### config.mk
export PLATFORM = sky130hd
export DESIGN_NAME = bag_middle_pop_buffer_top
export DESIGN_NICKNAME = d
export VERILOG_FILES = /design/src/design/bmp_pkg.sv /design/src/design/bmp_ctrl.sv /design/src/design/bmp_datapath.sv /design/src/design/bag_middle_pop_buffer_top.sv
export SDC_FILE = /design/constraint.sdc
export NUM_CORES = 1
export LEC_CHECK = 0
export BUFFER_PORTS_ARGS = -buffer_cell sky130_fd_sc_hd__buf_4
export CORE_MARGIN = 2
export CORE_UTILIZATION = 60
export CTS_CLUSTER_SIZE = 16
export DETAILED_ROUTE_END_ITERATION = 6
export PLACE_DENSITY = 0.82
export SKIP_CTS_REPAIR_TIMING = 1
export SLEW_MARGIN = 30
export SYNTH_ARGS = -nofsm -noshare
export SYNTH_HDL_FRONTEND = slang
export SYNTH_SLANG_ARGS = --single-unit
### constraint.sdc
create_clock -name clk -period 5.23 [get_ports clk]
set_input_delay 0.7845 -clock clk [delete_from_list [all_inputs] [get_ports clk]]
set_output_delay 0.7845 -clock clk [all_outputs]
set_load 0.02 [all_outputs]
### src/design/bmp_pkg.sv
// Package for the middle-pop buffer: sizes, status codes and word types.
`timescale 1ns / 1ps

package bmp_pkg;

    // Capacity of the buffer and the widths that follow from it.
    localparam int DEPTH      = 16;
    localparam int CNT_W      = $clog2(DEPTH + 1);
    localparam int IDX_W      = (DEPTH > 1) ? $clog2(DEPTH) : 1;
    localparam int DATA_W     = 32;
    localparam int CNT_OUT_W  = 5;

    // Request codes.
    localparam logic OP_PUSH = 1'b0;
    localparam logic OP_POP  = 1'b1;

    // Result status codes.
    localparam logic [1:0] ST_OK    = 2'd0;
    localparam logic [1:0] ST_EMPTY = 2'd1;
    localparam logic [1:0] ST_FULL  = 2'd2;

    // Request word.
    typedef struct packed {
        logic               op;
        logic signed [31:0] value;
    } bmp_req_t;

    // Result word.
    typedef struct packed {
        logic signed [31:0] popped_value;
        logic [1:0]         status;
        logic [4:0]         element_count;
    } bmp_rsp_t;

    // Commands from the controller to the datapath.
    typedef struct packed {
        logic capture;
        logic execute;
    } bmp_cmd_t;

endpackage

### src/design/bmp_ctrl.sv
// Controller for the middle-pop buffer: request sequencing and result strobe.
`timescale 1ns / 1ps

module bmp_ctrl (
    input  logic              clk,
    input  logic              rst_n,
    input  logic              start,
    output logic              busy,
    output logic              done,
    output bmp_pkg::bmp_cmd_t cmd
);
    import bmp_pkg::*;

    typedef enum logic {
        S_IDLE,
        S_EXEC
    } state_t;

    state_t state_reg, state_next;
    logic   done_reg, done_next;

    // Next state: a request is captured in idle and carried out in S_EXEC.
    always_comb
    begin
        state_next = state_reg;
        done_next  = 1'b0;
        unique case (state_reg)
            S_IDLE:
            begin
                if (start)
                begin
                    state_next = S_EXEC;
                end
            end
            S_EXEC:
            begin
                state_next = S_IDLE;
                done_next  = 1'b1;
            end
            default:
            begin
                state_next = S_IDLE;
            end
        endcase
    end

    // State and the registered result strobe.
    always_ff @(posedge clk or negedge rst_n)
    begin
        if (!rst_n)
        begin
            state_reg <= S_IDLE;
            done_reg  <= 1'b0;
        end
        else
        begin
            state_reg <= state_next;
            done_reg  <= done_next;
        end
    end

    // Commands and status towards the ports.
    assign busy        = (state_reg == S_EXEC);
    assign done        = done_reg;
    assign cmd.capture = (state_reg == S_IDLE) && start;
    assign cmd.execute = (state_reg == S_EXEC);

endmodule

### src/design/bmp_datapath.sv
// Datapath for the middle-pop buffer: element cells, count and result word.
`timescale 1ns / 1ps

module bmp_datapath (
    input  logic              clk,
    input  logic              rst_n,
    input  bmp_pkg::bmp_cmd_t cmd,
    input  bmp_pkg::bmp_req_t req,
    output bmp_pkg::bmp_rsp_t result
);
    import bmp_pkg::*;

    bmp_req_t                  req_reg;
    logic [DATA_W-1:0]         cell_reg  [DEPTH];
    logic [DATA_W-1:0]         cell_next [DEPTH];
    logic [CNT_W-1:0]          count_reg, count_next;
    bmp_rsp_t                  rsp_reg, rsp_next;

    logic                      is_full;
    logic                      is_empty;
    logic [CNT_W-1:0]          count_m1;
    logic [CNT_W-1:0]          half;
    logic [IDX_W-1:0]          pop_idx;
    logic [IDX_W-1:0]          wr_idx;
    logic                      do_push;
    logic                      do_pop;

    // Decode of the held request against the current fill.
    assign is_full  = (count_reg == CNT_W'(DEPTH));
    assign is_empty = (count_reg == '0);
    assign count_m1 = count_reg - CNT_W'(1);
    assign half     = count_m1 >> 1;
    assign pop_idx  = half[IDX_W-1:0];
    assign wr_idx   = count_reg[IDX_W-1:0];
    assign do_push  = cmd.execute && (req_reg.op == OP_PUSH) && !is_full;
    assign do_pop   = cmd.execute && (req_reg.op == OP_POP) && !is_empty;

    // Cell update: a push writes at the end, a pop pulls every later cell down.
    always_comb
    begin
        for (int i = 0; i < DEPTH; i++)
        begin
            cell_next[i] = cell_reg[i];
            if (do_push && (wr_idx == IDX_W'(i)))
            begin
                cell_next[i] = req_reg.value;
            end
        end
        for (int i = 0; i < DEPTH - 1; i++)
        begin
            if (do_pop && (CNT_W'(i) >= half) && (CNT_W'(i + 1) < count_reg))
            begin
                cell_next[i] = cell_reg[i + 1];
            end
        end
    end

    // Count and result word.
    always_comb
    begin
        count_next = count_reg;
        rsp_next   = rsp_reg;
        if (cmd.execute)
        begin
            rsp_next.popped_value = '0;
            rsp_next.status       = ST_OK;
            if (req_reg.op == OP_PUSH)
            begin
                if (is_full)
                begin
                    rsp_next.status = ST_FULL;
                end
                else
                begin
                    count_next = count_reg + CNT_W'(1);
                end
            end
            else
            begin
                if (is_empty)
                begin
                    rsp_next.status = ST_EMPTY;
                end
                else
                begin
                    rsp_next.popped_value = cell_reg[pop_idx];
                    count_next            = count_m1;
                end
            end
            rsp_next.element_count = CNT_OUT_W'(count_next);
        end
    end

    // Fill count is control state and is cleared by reset.
    always_ff @(posedge clk or negedge rst_n)
    begin
        if (!rst_n)
        begin
            count_reg <= '0;
        end
        else
        begin
            count_reg <= count_next;
        end
    end

    // Payload registers.
    always_ff @(posedge clk)
    begin
        if (cmd.capture)
        begin
            req_reg <= req;
        end
        cell_reg <= cell_next;
        rsp_reg  <= rsp_next;
    end

    assign result = rsp_reg;

endmodule

### src/design/bag_middle_pop_buffer_top.sv
// Top level of the middle-pop buffer: controller and datapath joined.
`timescale 1ns / 1ps

// Ordered buffer of up to DEPTH signed 32-bit elements (16 as built).
// Request channel: req carries op (push or pop) and value. A request word is
// taken at a rising edge where start is high and busy is low.
// A push appends value at the end; a pop removes the element at position
// (count-1)/2 and moves every later element down one place.
// Result channel: done is high for exactly one cycle while result holds the
// popped value, a status (ok, pop on empty, push on full) and the count after
// the request. The receiver cannot hold a result off; it must take it then.
// A request taken at a rising edge is carried out in the execute state, and its
// result word is registered and shown together with done.
// The two-state controller (capture, then execute) takes one request at a time;
// busy is high in the execute cycle and no request is taken then; the next
// request may be taken in the same cycle as the previous result is shown.
// Reset (rst_n low, asynchronous) empties the buffer and clears the strobe;
// element contents are not cleared and are never read before written.
module bag_middle_pop_buffer_top (
    input  logic              clk,
    input  logic              rst_n,
    input  logic              start,
    output logic              busy,
    input  bmp_pkg::bmp_req_t req,
    output logic              done,
    output bmp_pkg::bmp_rsp_t result
);
    import bmp_pkg::*;

    bmp_cmd_t cmd;

    // Sequencing.
    bmp_ctrl u_ctrl (
        .clk   (clk),
        .rst_n (rst_n),
        .start (start),
        .busy  (busy),
        .done  (done),
        .cmd   (cmd)
    );

    // Storage and result formation.
    bmp_datapath u_datapath (
        .clk    (clk),
        .rst_n  (rst_n),
        .cmd    (cmd),
        .req    (req),
        .result (result)
    );

endmodule

* After elaboration in Yosys (flattened, before gate mapping)
Cells that the tools add are included.
Operators by class: $add $sub $neg 2, $lt $le $gt $ge 31, eq/ne operators 16, mux-type cells 42, bitwise gates (word level) 3, reductions and logical operators 71
Operators with widths (number):
- $mux W32 | 32
- $bmux W32 S4 | 1
- $logic_and A1 B1 Y1 | 51
- $lt A4 B5 Y1 const A | 8
- $eq A4 B4 Y1 const B | 8
- $reduce_bool A2 Y1 | 15
- $ge A4 B4 Y1 const A | 7
- $lt A3 B5 Y1 const A | 4
- $eq A4 B3 Y1 const B | 4
- $ge A3 B4 Y1 const A | 4
- $mux W5 | 3
- $lt A2 B5 Y1 const A | 2
- $eq A4 B2 Y1 const B | 2
- $ge A1 B4 Y1 const A | 2
- $ge A2 B4 Y1 const A | 2
- $add A5 B1 Y5 const B | 1
- $eq A5 B5 Y1 const B | 1
- $ge A5 B5 Y1 const B | 1
- $logic_not A5 Y1 | 1
- $lt A1 B5 Y1 const A | 1
- $not A4 Y5 | 1
- $sub A5 B1 Y5 const B | 1
- $eq A4 B1 Y1 const B | 1
- $logic_not A4 Y1 | 1
- 6 further kinds | 11
Word-level totals: register bits after elaboration 591, input port bits 36, output and inout bits 41, word-level logic and storage cells 189

* Longest topological paths before layout
Gate-level depths: netlist of the first run.
depth in word-level cells 6, gate-level depth with buffers 11

* By module
A second synthesis of the first run with hierarchy kept.
Second synthesis, totals: cells, all modules 1616, area, all modules 28562.4 sq um
By module, submodules not included:
- bmp_datapath | times used 1, cells an instance 1611, area an instance 28483.6 sq um
- bmp_ctrl | times used 1, cells an instance 5, area an instance 78.8 sq um

* Worst setup path after synthesis of the first run
No wires, ideal clock.
kind reg2reg, start point reg u_ctrl.state_reg, in the netlist u_ctrl.busy, end point reg u_datapath.cell_reg[480] (netlist name), enable pin, library setup time 0.388 ns, arrival 3.552 ns, setup slack 1.291 ns, stages on the path, launching flop included 7, clock period less this slack 3.939 ns, path through dfrtp_1 nand2_1 or2_2 buf_2 nor4b_4 buf_4 a21o_1
On the way: word-level cells in the longest chain between the ends 5, elaborated cells on any way between the ends 8
RTL lines:
- start: declaration | line bmp_ctrl.sv:19 | state_t state_reg, state_next;
- start signal: assignment | line bmp_ctrl.sv:57 | state_reg <= state_next;
- $logic_and A1 B1 Y1 (2 in a row) | line bmp_datapath.sv:36 | assign do_pop = cmd.execute && (req_reg.op == OP_POP) && !is_empty;
- $logic_and A1 B1 Y1 (2 in a row) | line bmp_datapath.sv:51 | if (do_pop && (CNT_W'(i) >= half) && (CNT_W'(i + 1) < count_reg))
- $reduce_bool A2 Y1 (no source line) *
- end signal: assignment | line bmp_datapath.sv:114 | cell_reg <= cell_next;
- end: declaration | line bmp_datapath.sv:14 | logic [DATA_W-1:0] cell_reg [DEPTH];
Mark *: on every way between the ends. The rest lies on a longest branch, timed or not. A chain may end at the register's enable or synchronous reset.

==> insert_results.sql, run 1 <==
INSERT INTO impl_metrics (metric_group, metric, value, unit) VALUES
('outcome', 'status', 'finished, final reports clean', ''),
('synthesis', 'synth_seq_cells', '591', ''),
('routing', 'vias_per_cell', '6.98', ''),
('cts', 'number_of_buffers_created_by_cts', '59', ''),
('timing', 'worst_clock_skew', '0.0178', 'ns'),
('synthesis', 'synth-warning-count', '0', ''),
('synthesis', 'postSynth.topFlopCell', 'edfxtp_1', ''),
('synthesis', 'synth_async_sr_flop_share', '1.18', '%'),
('worst_setup_path', 'crit_top_cell', 'buf_4', ''),
('synthesis', 'synth_most_common_cell', 'edfxtp_1', ''),
('synthesis', 'post_synth_instance_area', '28500', 'um^2'),
('global_routing', 'track_usage', '27.8', '%'),
('final_layout', 'finish.net_count', '1685', ''),
('final_layout', 'areaGrowthSynthToFinish', '10.8', '%'),
('hold_path', 'hold_class', 'in -> reg', ''),
('worst_setup_path', 'worst-endpoint-arrival', '4.85', 'ns'),
('routing', 'finalWirelength', '68000', 'um'),
('global_routing', 'grt_max_degree', '78', ''),
('synthesis', 'synth-edff-count', '584', ''),
('floorplanning', 'core.rowCount', '79', ''),
('global_routing', 'first_global_vias', '16386', ''),
('cts', 'path_clk_slew', '0.06', 'ns'),
('timing', 'timing.slew.headroom', '36.0', '%'),
('worst_setup_path', 'cp_data_required_time', '5.59', 'ns'),
('pwr', 'powerDensity', '555', 'nW/um^2'),
('synthesis', 'synthesis.instances', '1602', ''),
('worst_setup_path', 'setup.worst_path.class', 'reg -> reg', ''),
('floorplanning', 'die-height', '222', 'um'),
('timing', 'finalCritPeriodShare', '85.7', '%'),
('synthesis', 'post_synth.cell_area_avg', '17.8', 'um^2'),
('cts', 'cts_tree', 'yes', ''),
('placement', 'finalWeightedCongestion', '0.847', ''),
('timing', 'final.min_clock_period', '4.48', 'ns'),
('timing', 'report.final.setup_viol', '0', ''),
('worst_setup_path', 'endpoint_class_of_the_critical_path', 'flip-flop', ''),
('synthesis', 'synth.area.top_cells', 'edfxtp_1, mux2_2, mux4_2', ''),
('global_routing', 'global_route.overflow_total', '0', ''),
('synthesis', 'cell_types_with_the_highest_counts_after_synthesis', 'edfxtp_1, mux2_2, mux2_1', ''),
('final_layout', 'diodes', '0', ''),
('synthesis', 'synth-seq-area-share', '62.1', '%'),
('cts', 'cts_htree_levels', '2', ''),
('floorplanning', 'core-area', '46800', 'um^2'),
('synthesis', 'post-synth-top-area-cell', 'edfxtp_1', ''),
('worst_setup_path', 'path_delay_family', 'buffers and inverters', ''),
('global_routing', 'grt_pass1_wl', '102000', 'um'),
('timing', 'worst-slew-pin-transition', '0.956', 'ns'),
('routing', 'detail_route.first_pass.iterations', '6', ''),
('cts', 'clock_tree.buffer_depth', '3', ''),
('routing', 'drt_iter0_drc', '2002', ''),
('global_routing', 'grt_antenna_before_repair', '0', ''),
('cts', 'cts.sink_count', '591', ''),
('worst_setup_path', 'cp_slowest_cell', 'dfrtp_1', ''),
('routing', 'wl_per_cell', '29.7', 'um'),
('timing', 'timing.final.hold_violations', '0', ''),
('pwr', 'total_leakage_power', '10.3', 'nW'),
('routing', 'drcViolationCount', '0', ''),
('worst_setup_path', 'critical_path_peak_fanout', '23', ''),
('cts', 'worstSkewPairLatency', '0.63', 'ns'),
('synthesis', 'yosys.area.top_type_share', '61.5', '%'),
('timing', 'rsz_0062_raised_after_global_routing', 'no', ''),
('worst_setup_path', 'timing.critical_path.from_type', 'flip-flop', ''),
('final_layout', 'final_layout_size_suffix_gt1_share', '43.4', '%'),
('timing', 'fin_tns_setup', '0', 'ns'),
('placement', 'place.port_buffers', '76', ''),
('run', 'max_cap_violations', '0', ''),
('routing', 'drtAntennaViolNets', '0', ''),
('worst_setup_path', 'critPathMaxStageDelay', '0.74', 'ns'),
('synthesis', 'post_synth_cell_types', '68', ''),
('timing', 'fin_hold_ws', '0.339', 'ns'),
('worst_setup_path', 'worstPathCellList', 'inv_1, ha_1, o21ba_2, o21ai_1, or3b_2, buf_4, nor3b_4, buf_4, buf_4, mux2_2', ''),
('floorplanning', 'design.die.area', '49300', 'um^2'),
('placement', 'place.detailed.hpwl', '38800', 'um'),
('floorplanning', 'fp.dieW', '222', 'um'),
('pwr', 'ir_drop', '0.593', 'mV'),
('synthesis', 'synthesis.nets', '1643', ''),
('worst_setup_path', 'worst-path-buf-inv', '4', ''),
('floorplanning', 'ios', '77', ''),
('timing', 'drv_slew', '0', ''),
('timing', 'clock.fmax', '0.223', 'GHz'),
('routing', 'vias', '15978', ''),
('cts', 'ctsRootBufferMaster', 'clkbuf_16', ''),
('floorplanning', 'initial_standard_cell_utilization_of_the_core', '61.0', '%'),
('pwr', 'total_power', '0.0175', 'W'),
('final_layout', 'flip_flop_count_of_the_largest_register_all_copies_and_words_added', '512', '');
-- final cells by class --
type / instances / area [um^2]
Clock buffer: 74 / 1580
Clock inverter: 24 / 239
Fill cell: 2942 / 15200
Inverter: 5 / 18.8
Multi-Input combinational cell: 865 / 10300
Sequential cell: 591 / 17700
Tap cell: 607 / 759
Timing Repair Buffer: 122 / 981
-- report_power, final --
part	switching (W)	total, W	internal [W]
Clock	0.00176	0.00411	0.00235
Sequential	0.000389	0.00651	0.00612
Combinational	0.00372	0.00693	0.00321
-- through the flow --
step / setup WS, ns / std cells / utilization, % / cell area [um^2]
2_1_floorplan: 1.29 / 1602 / - / 28500
3_3_place_gp: 1.04 / 2189 / 63.6 / 29700
3_5_place_dp: 0.879 / 2189 / 63.7 / 29800
4_1_cts: 0.885 / 2287 / 67.5 / 31600
5_1_grt: 0.618 / 2288 / 67.6 / 31600
6_report: 0.747 / 2288 / 67.6 / 31600
-- logic make-up (layout without fill, tap and decap cells) --
| group | Yosys count | after routing | synth area share, % |
|---|---|---|---|
| buffers and inverters | 146 | 225 | 2.51 |
| flip-flops | 591 | 591 | 62.1 |
| multiplexers | 611 | 611 | 29.2 |
| adder cells (fa/ha/maj) | 5 | 5 | 0.219 |
| AO/OA/AOI/OAI | 124 | 124 | 3.27 |
| XOR/XNOR | 6 | 6 | 0.263 |
| AND/OR/NAND/NOR | 119 | 119 | 2.48 |
-- worst register-to-register path, delay by kind of cell, from the launching register on --
kind	cells	cell delay, ns
AOI/OAI and AO/OA	2	0.43
muxes	1	0.40
adders and majority gates	1	0.52
DFF	1	0.74
buffers and inverters	4	1.34
and+or+nand+nor	2	0.78
-- cells in the final DEF (no fill, tap or decap), types with 3 or more instances in the layout --
master,instances
edfxtp_1,584
mux2_2,351
mux2_1,129
mux4_2,128
buf_4,116
clkbuf_16,61
o21ai_0,38
nand2b_1,34
a222oi_1,32
nand2_1,18
nor2_1,15
a21oi_1,13
clkbuf_1,13
clkinv_1,9
clkinv_2,8
nor2b_1,7
nand2_2,6
dfrtp_1,6
inv_1,5
bufinv_16,5
buf_12,5
or2_2,4
o21ai_4,4
nor3_1,4
a21o_4,4
ha_1,4
mux2i_1,3
xnor2_1,3
a21o_2,3
-- metal layers --
| layer | track usage, % | part of all wire (%) | vias to the layer above | wire, um |
|---|---|---|---|---|
| met3 | 6.45 | 9.8 | 144 | 6690 |
| met2 | 43.1 | 47 | 967 | 31700 |
| met1 | 39.1 | 40 | 8253 | 27400 |
| met5 | 0 | 0 | - | 0 |
| li1 | - | - | 6614 | - |
| met4 | 9.61 | 3.2 | 0 | 2200 |
-- final timing paths --
| check | start | to | slack, ns | depth (start not counted) |
|---|---|---|---|---|
| worst max-delay path | u_datapath.count_reg[1] | u_datapath.cell_reg[460] | 0.75 | 10 |
| worst min-delay path | req[26] | u_datapath.req_reg[26] | 0.34 | 1 |
| worst max register to register | u_datapath.count_reg[1] | u_datapath.cell_reg[460] | 0.75 | 10 |
| worst min register to register | u_datapath.cell_reg[74] | u_datapath.cell_reg[106] | 0.55 | 1 |
| max in group asynchronous | rst_n | u_ctrl.busy | 4.58 | 2 |
| min in group asynchronous | rst_n | u_ctrl.done | 0.51 | 2 |
No activity file was read; power rests on OpenSTA's default activity.
==> inputs of run 2 (changes only) <==
CAP_MARGIN = 20   (was default)
CTS_BUF_LIST = sky130_fd_sc_hd__clkbuf_8 sky130_fd_sc_hd__clkbuf_16   (was default)
==> insert_results.sql, run 2 (synthesis results as in run 1) <==
INSERT INTO impl_metrics (metric_group, metric, value, unit) VALUES
('timing', 'fin_hold_ws', '0.339', 'ns'),
('routing', 'drt_iter0_drc', '2024', ''),
('worst_setup_path', 'timing.critical_path.from_type', 'flip-flop', ''),
('floorplanning', 'die-height', '222', 'um'),
('final_layout', 'design_area', '31600', 'um^2'),
('cts', 'cts_htree_levels', '2', ''),
('final_layout', 'layout.cells.most_common', 'edfxtp_1', ''),
('worst_setup_path', 'setup.worst_path.class', 'reg -> reg', ''),
('hold_path', 'hold_class', 'in -> reg', ''),
('final_layout', 'areaGrowthSynthToFinish', '10.8', '%'),
('global_routing', 'grt_antenna_before_repair', '0', ''),
('global_routing', 'grt_max_degree', '78', ''),
('worst_setup_path', 'cp_data_required_time', '5.59', 'ns'),
('cts', 'cts_tree', 'yes', ''),
('pwr', 'total_leakage_power', '10.3', 'nW'),
('run', 'max_cap_violations', '0', ''),
('timing', 'final.min_clock_period', '4.49', 'ns'),
('routing', 'detail_route.first_pass.iterations', '7', ''),
('outcome', 'status', 'finished, final reports clean', ''),
('worst_setup_path', 'timing.rr.start', 'u_datapath.count_reg[1]', ''),
('final_layout', 'final_layout_size_suffix_gt1_share', '43.4', '%'),
('worst_setup_path', 'ff2ff_setup_slack', '0.74', 'ns'),
('timing', 'worst_slack', '0.744', 'ns'),
('cts', 'worstSkewPairLatency', '0.62', 'ns'),
('routing', 'finalWirelength', '67900', 'um'),
('cts', 'clock_tree.buffer_depth', '3', ''),
('timing', 'timing.final.hold_violations', '0', ''),
('worst_setup_path', 'timing.critical_path.to', 'u_datapath.cell_reg[460]', ''),
('worst_setup_path', 'endpoint_class_of_the_critical_path', 'flip-flop', ''),
('final_layout', 'most_frequent_cells_in_the_layout', 'edfxtp_1, mux2_2, mux2_1', ''),
('placement', 'placement.cell_area', '29800', 'um^2'),
('routing', 'wl_per_cell', '29.7', 'um'),
('worst_setup_path', 'worst-endpoint-arrival', '4.85', 'ns'),
('floorplanning', 'fp.dieW', '222', 'um'),
('timing', 'worst-slew-pin-transition', '0.947', 'ns'),
('routing', 'vias', '15942', ''),
('final_layout', 'flip_flop_count_of_the_largest_register_all_copies_and_words_added', '512', ''),
('cts', 'number_of_buffers_created_by_cts', '59', ''),
('placement', 'finalWeightedCongestion', '0.847', ''),
('pwr', 'ir_drop', '0.595', 'mV'),
('floorplanning', 'ios', '77', ''),
('worst_setup_path', 'worstRegToRegCells', '10', ''),
('worst_setup_path', 'critical_path.startpoint', 'u_datapath.count_reg[1]', ''),
('cts', 'path_clk_slew', '0.06', 'ns'),
('timing', 'worst_clock_skew', '0.0177', 'ns'),
('cts', 'cts.sink_count', '591', ''),
('global_routing', 'grt_pass1_wl', '102000', 'um'),
('placement', 'place.port_buffers', '76', ''),
('timing', 'timing.slew.headroom', '36.6', '%'),
('final_layout', 'diodes', '0', ''),
('final_layout', 'finish.net_count', '1685', ''),
('global_routing', 'track_usage', '27.8', '%'),
('timing', 'clock.fmax', '0.223', 'GHz'),
('cts', 'ctsRootBufferMaster', 'clkbuf_16', ''),
('timing', 'rsz_0062_raised_after_global_routing', 'no', ''),
('worst_setup_path', 'critical_path_peak_fanout', '23', ''),
('pwr', 'powerDensity', '555', 'nW/um^2'),
('floorplanning', 'initial_standard_cell_utilization_of_the_core', '61.0', '%'),
('timing', 'finalCritPeriodShare', '85.8', '%'),
('floorplanning', 'core.rowCount', '79', ''),
('global_routing', 'global_route.overflow_total', '0', ''),
('placement', 'pre_cts_slack', '0.879', 'ns'),
('routing', 'vias_per_cell', '6.97', ''),
('timing', 'drv_slew', '0', ''),
('worst_setup_path', 'rr_endpoint', 'u_datapath.cell_reg[460]', ''),
('timing', 'fin_tns_setup', '0', 'ns'),
('routing', 'drcViolationCount', '0', ''),
('global_routing', 'first_global_vias', '16388', ''),
('floorplanning', 'core-area', '46800', 'um^2'),
('placement', 'place.detailed.hpwl', '38800', 'um'),
('floorplanning', 'design.die.area', '49300', 'um^2'),
('timing', 'report.final.setup_viol', '0', ''),
('routing', 'drtAntennaViolNets', '0', '');
==> run 2: worst min path at each step <==
stage	start	endpoint	slack, ns	depth (start not counted)
floorplan	rst_n	u_ctrl.busy	0.49	0
global placement	u_datapath.cell_reg[79]	u_datapath.cell_reg[111]	0.52	1
detailed placement	u_datapath.cell_reg[188]	u_datapath.cell_reg[220]	0.54	1
CTS	rst_n	u_ctrl.done	-0.07	1
global route	req[26]	u_datapath.req_reg[26]	0.31	1
finish	req[26]	u_datapath.req_reg[26]	0.34	1
==> run 2: per-layer routing <==
layer,routed length [um],vias to the layer above,global-route usage (%)
met5,0,-,0
met4,2170,0,9.61
met3,6800,140,6.45
met2,31600,968,43.0
met1,27300,8228,39.1
li1,-,6606,-
==> run 2: critical path, stage by stage (launching register included) <==
cell,delay (ns)
dfrtp_1,0.75
inv_1,0.31
ha_1,0.52
o21ba_2,0.37
o21ai_1,0.06
or3b_2,0.50
buf_4,0.44
nor3b_4,0.27
buf_4,0.25
buf_4,0.35
mux2_2,0.39
==> run 2: stage by stage <==
step	cells	util (%)	power, W
floorplan	1602	-	0.0114
global placement	2189	63.6	0.0134
detailed placement	2189	63.7	0.0135
CTS	2287	67.5	0.0175
global route	2288	67.6	0.0182
finish	2288	67.6	0.0175
==> run 2: area by class of cell <==
class                           instances  area, um^2
Tap cell                              607         759
Clock inverter                         37         288
Inverter                                5        18.8
Timing Repair Buffer                  122         981
Fill cell                            2942       15200
Sequential cell                       591       17700
Clock buffer                           61        1530
Multi-Input combinational cell        865       10300
==> run 2: where the power goes <==
group	internal, W	total [W]	switching (W)
Combinational	0.00321	0.00693	0.00372
Sequential	0.00612	0.00650	0.000388
Clock	0.00232	0.00409	0.00177
Total	0.0117	0.0175	0.00587
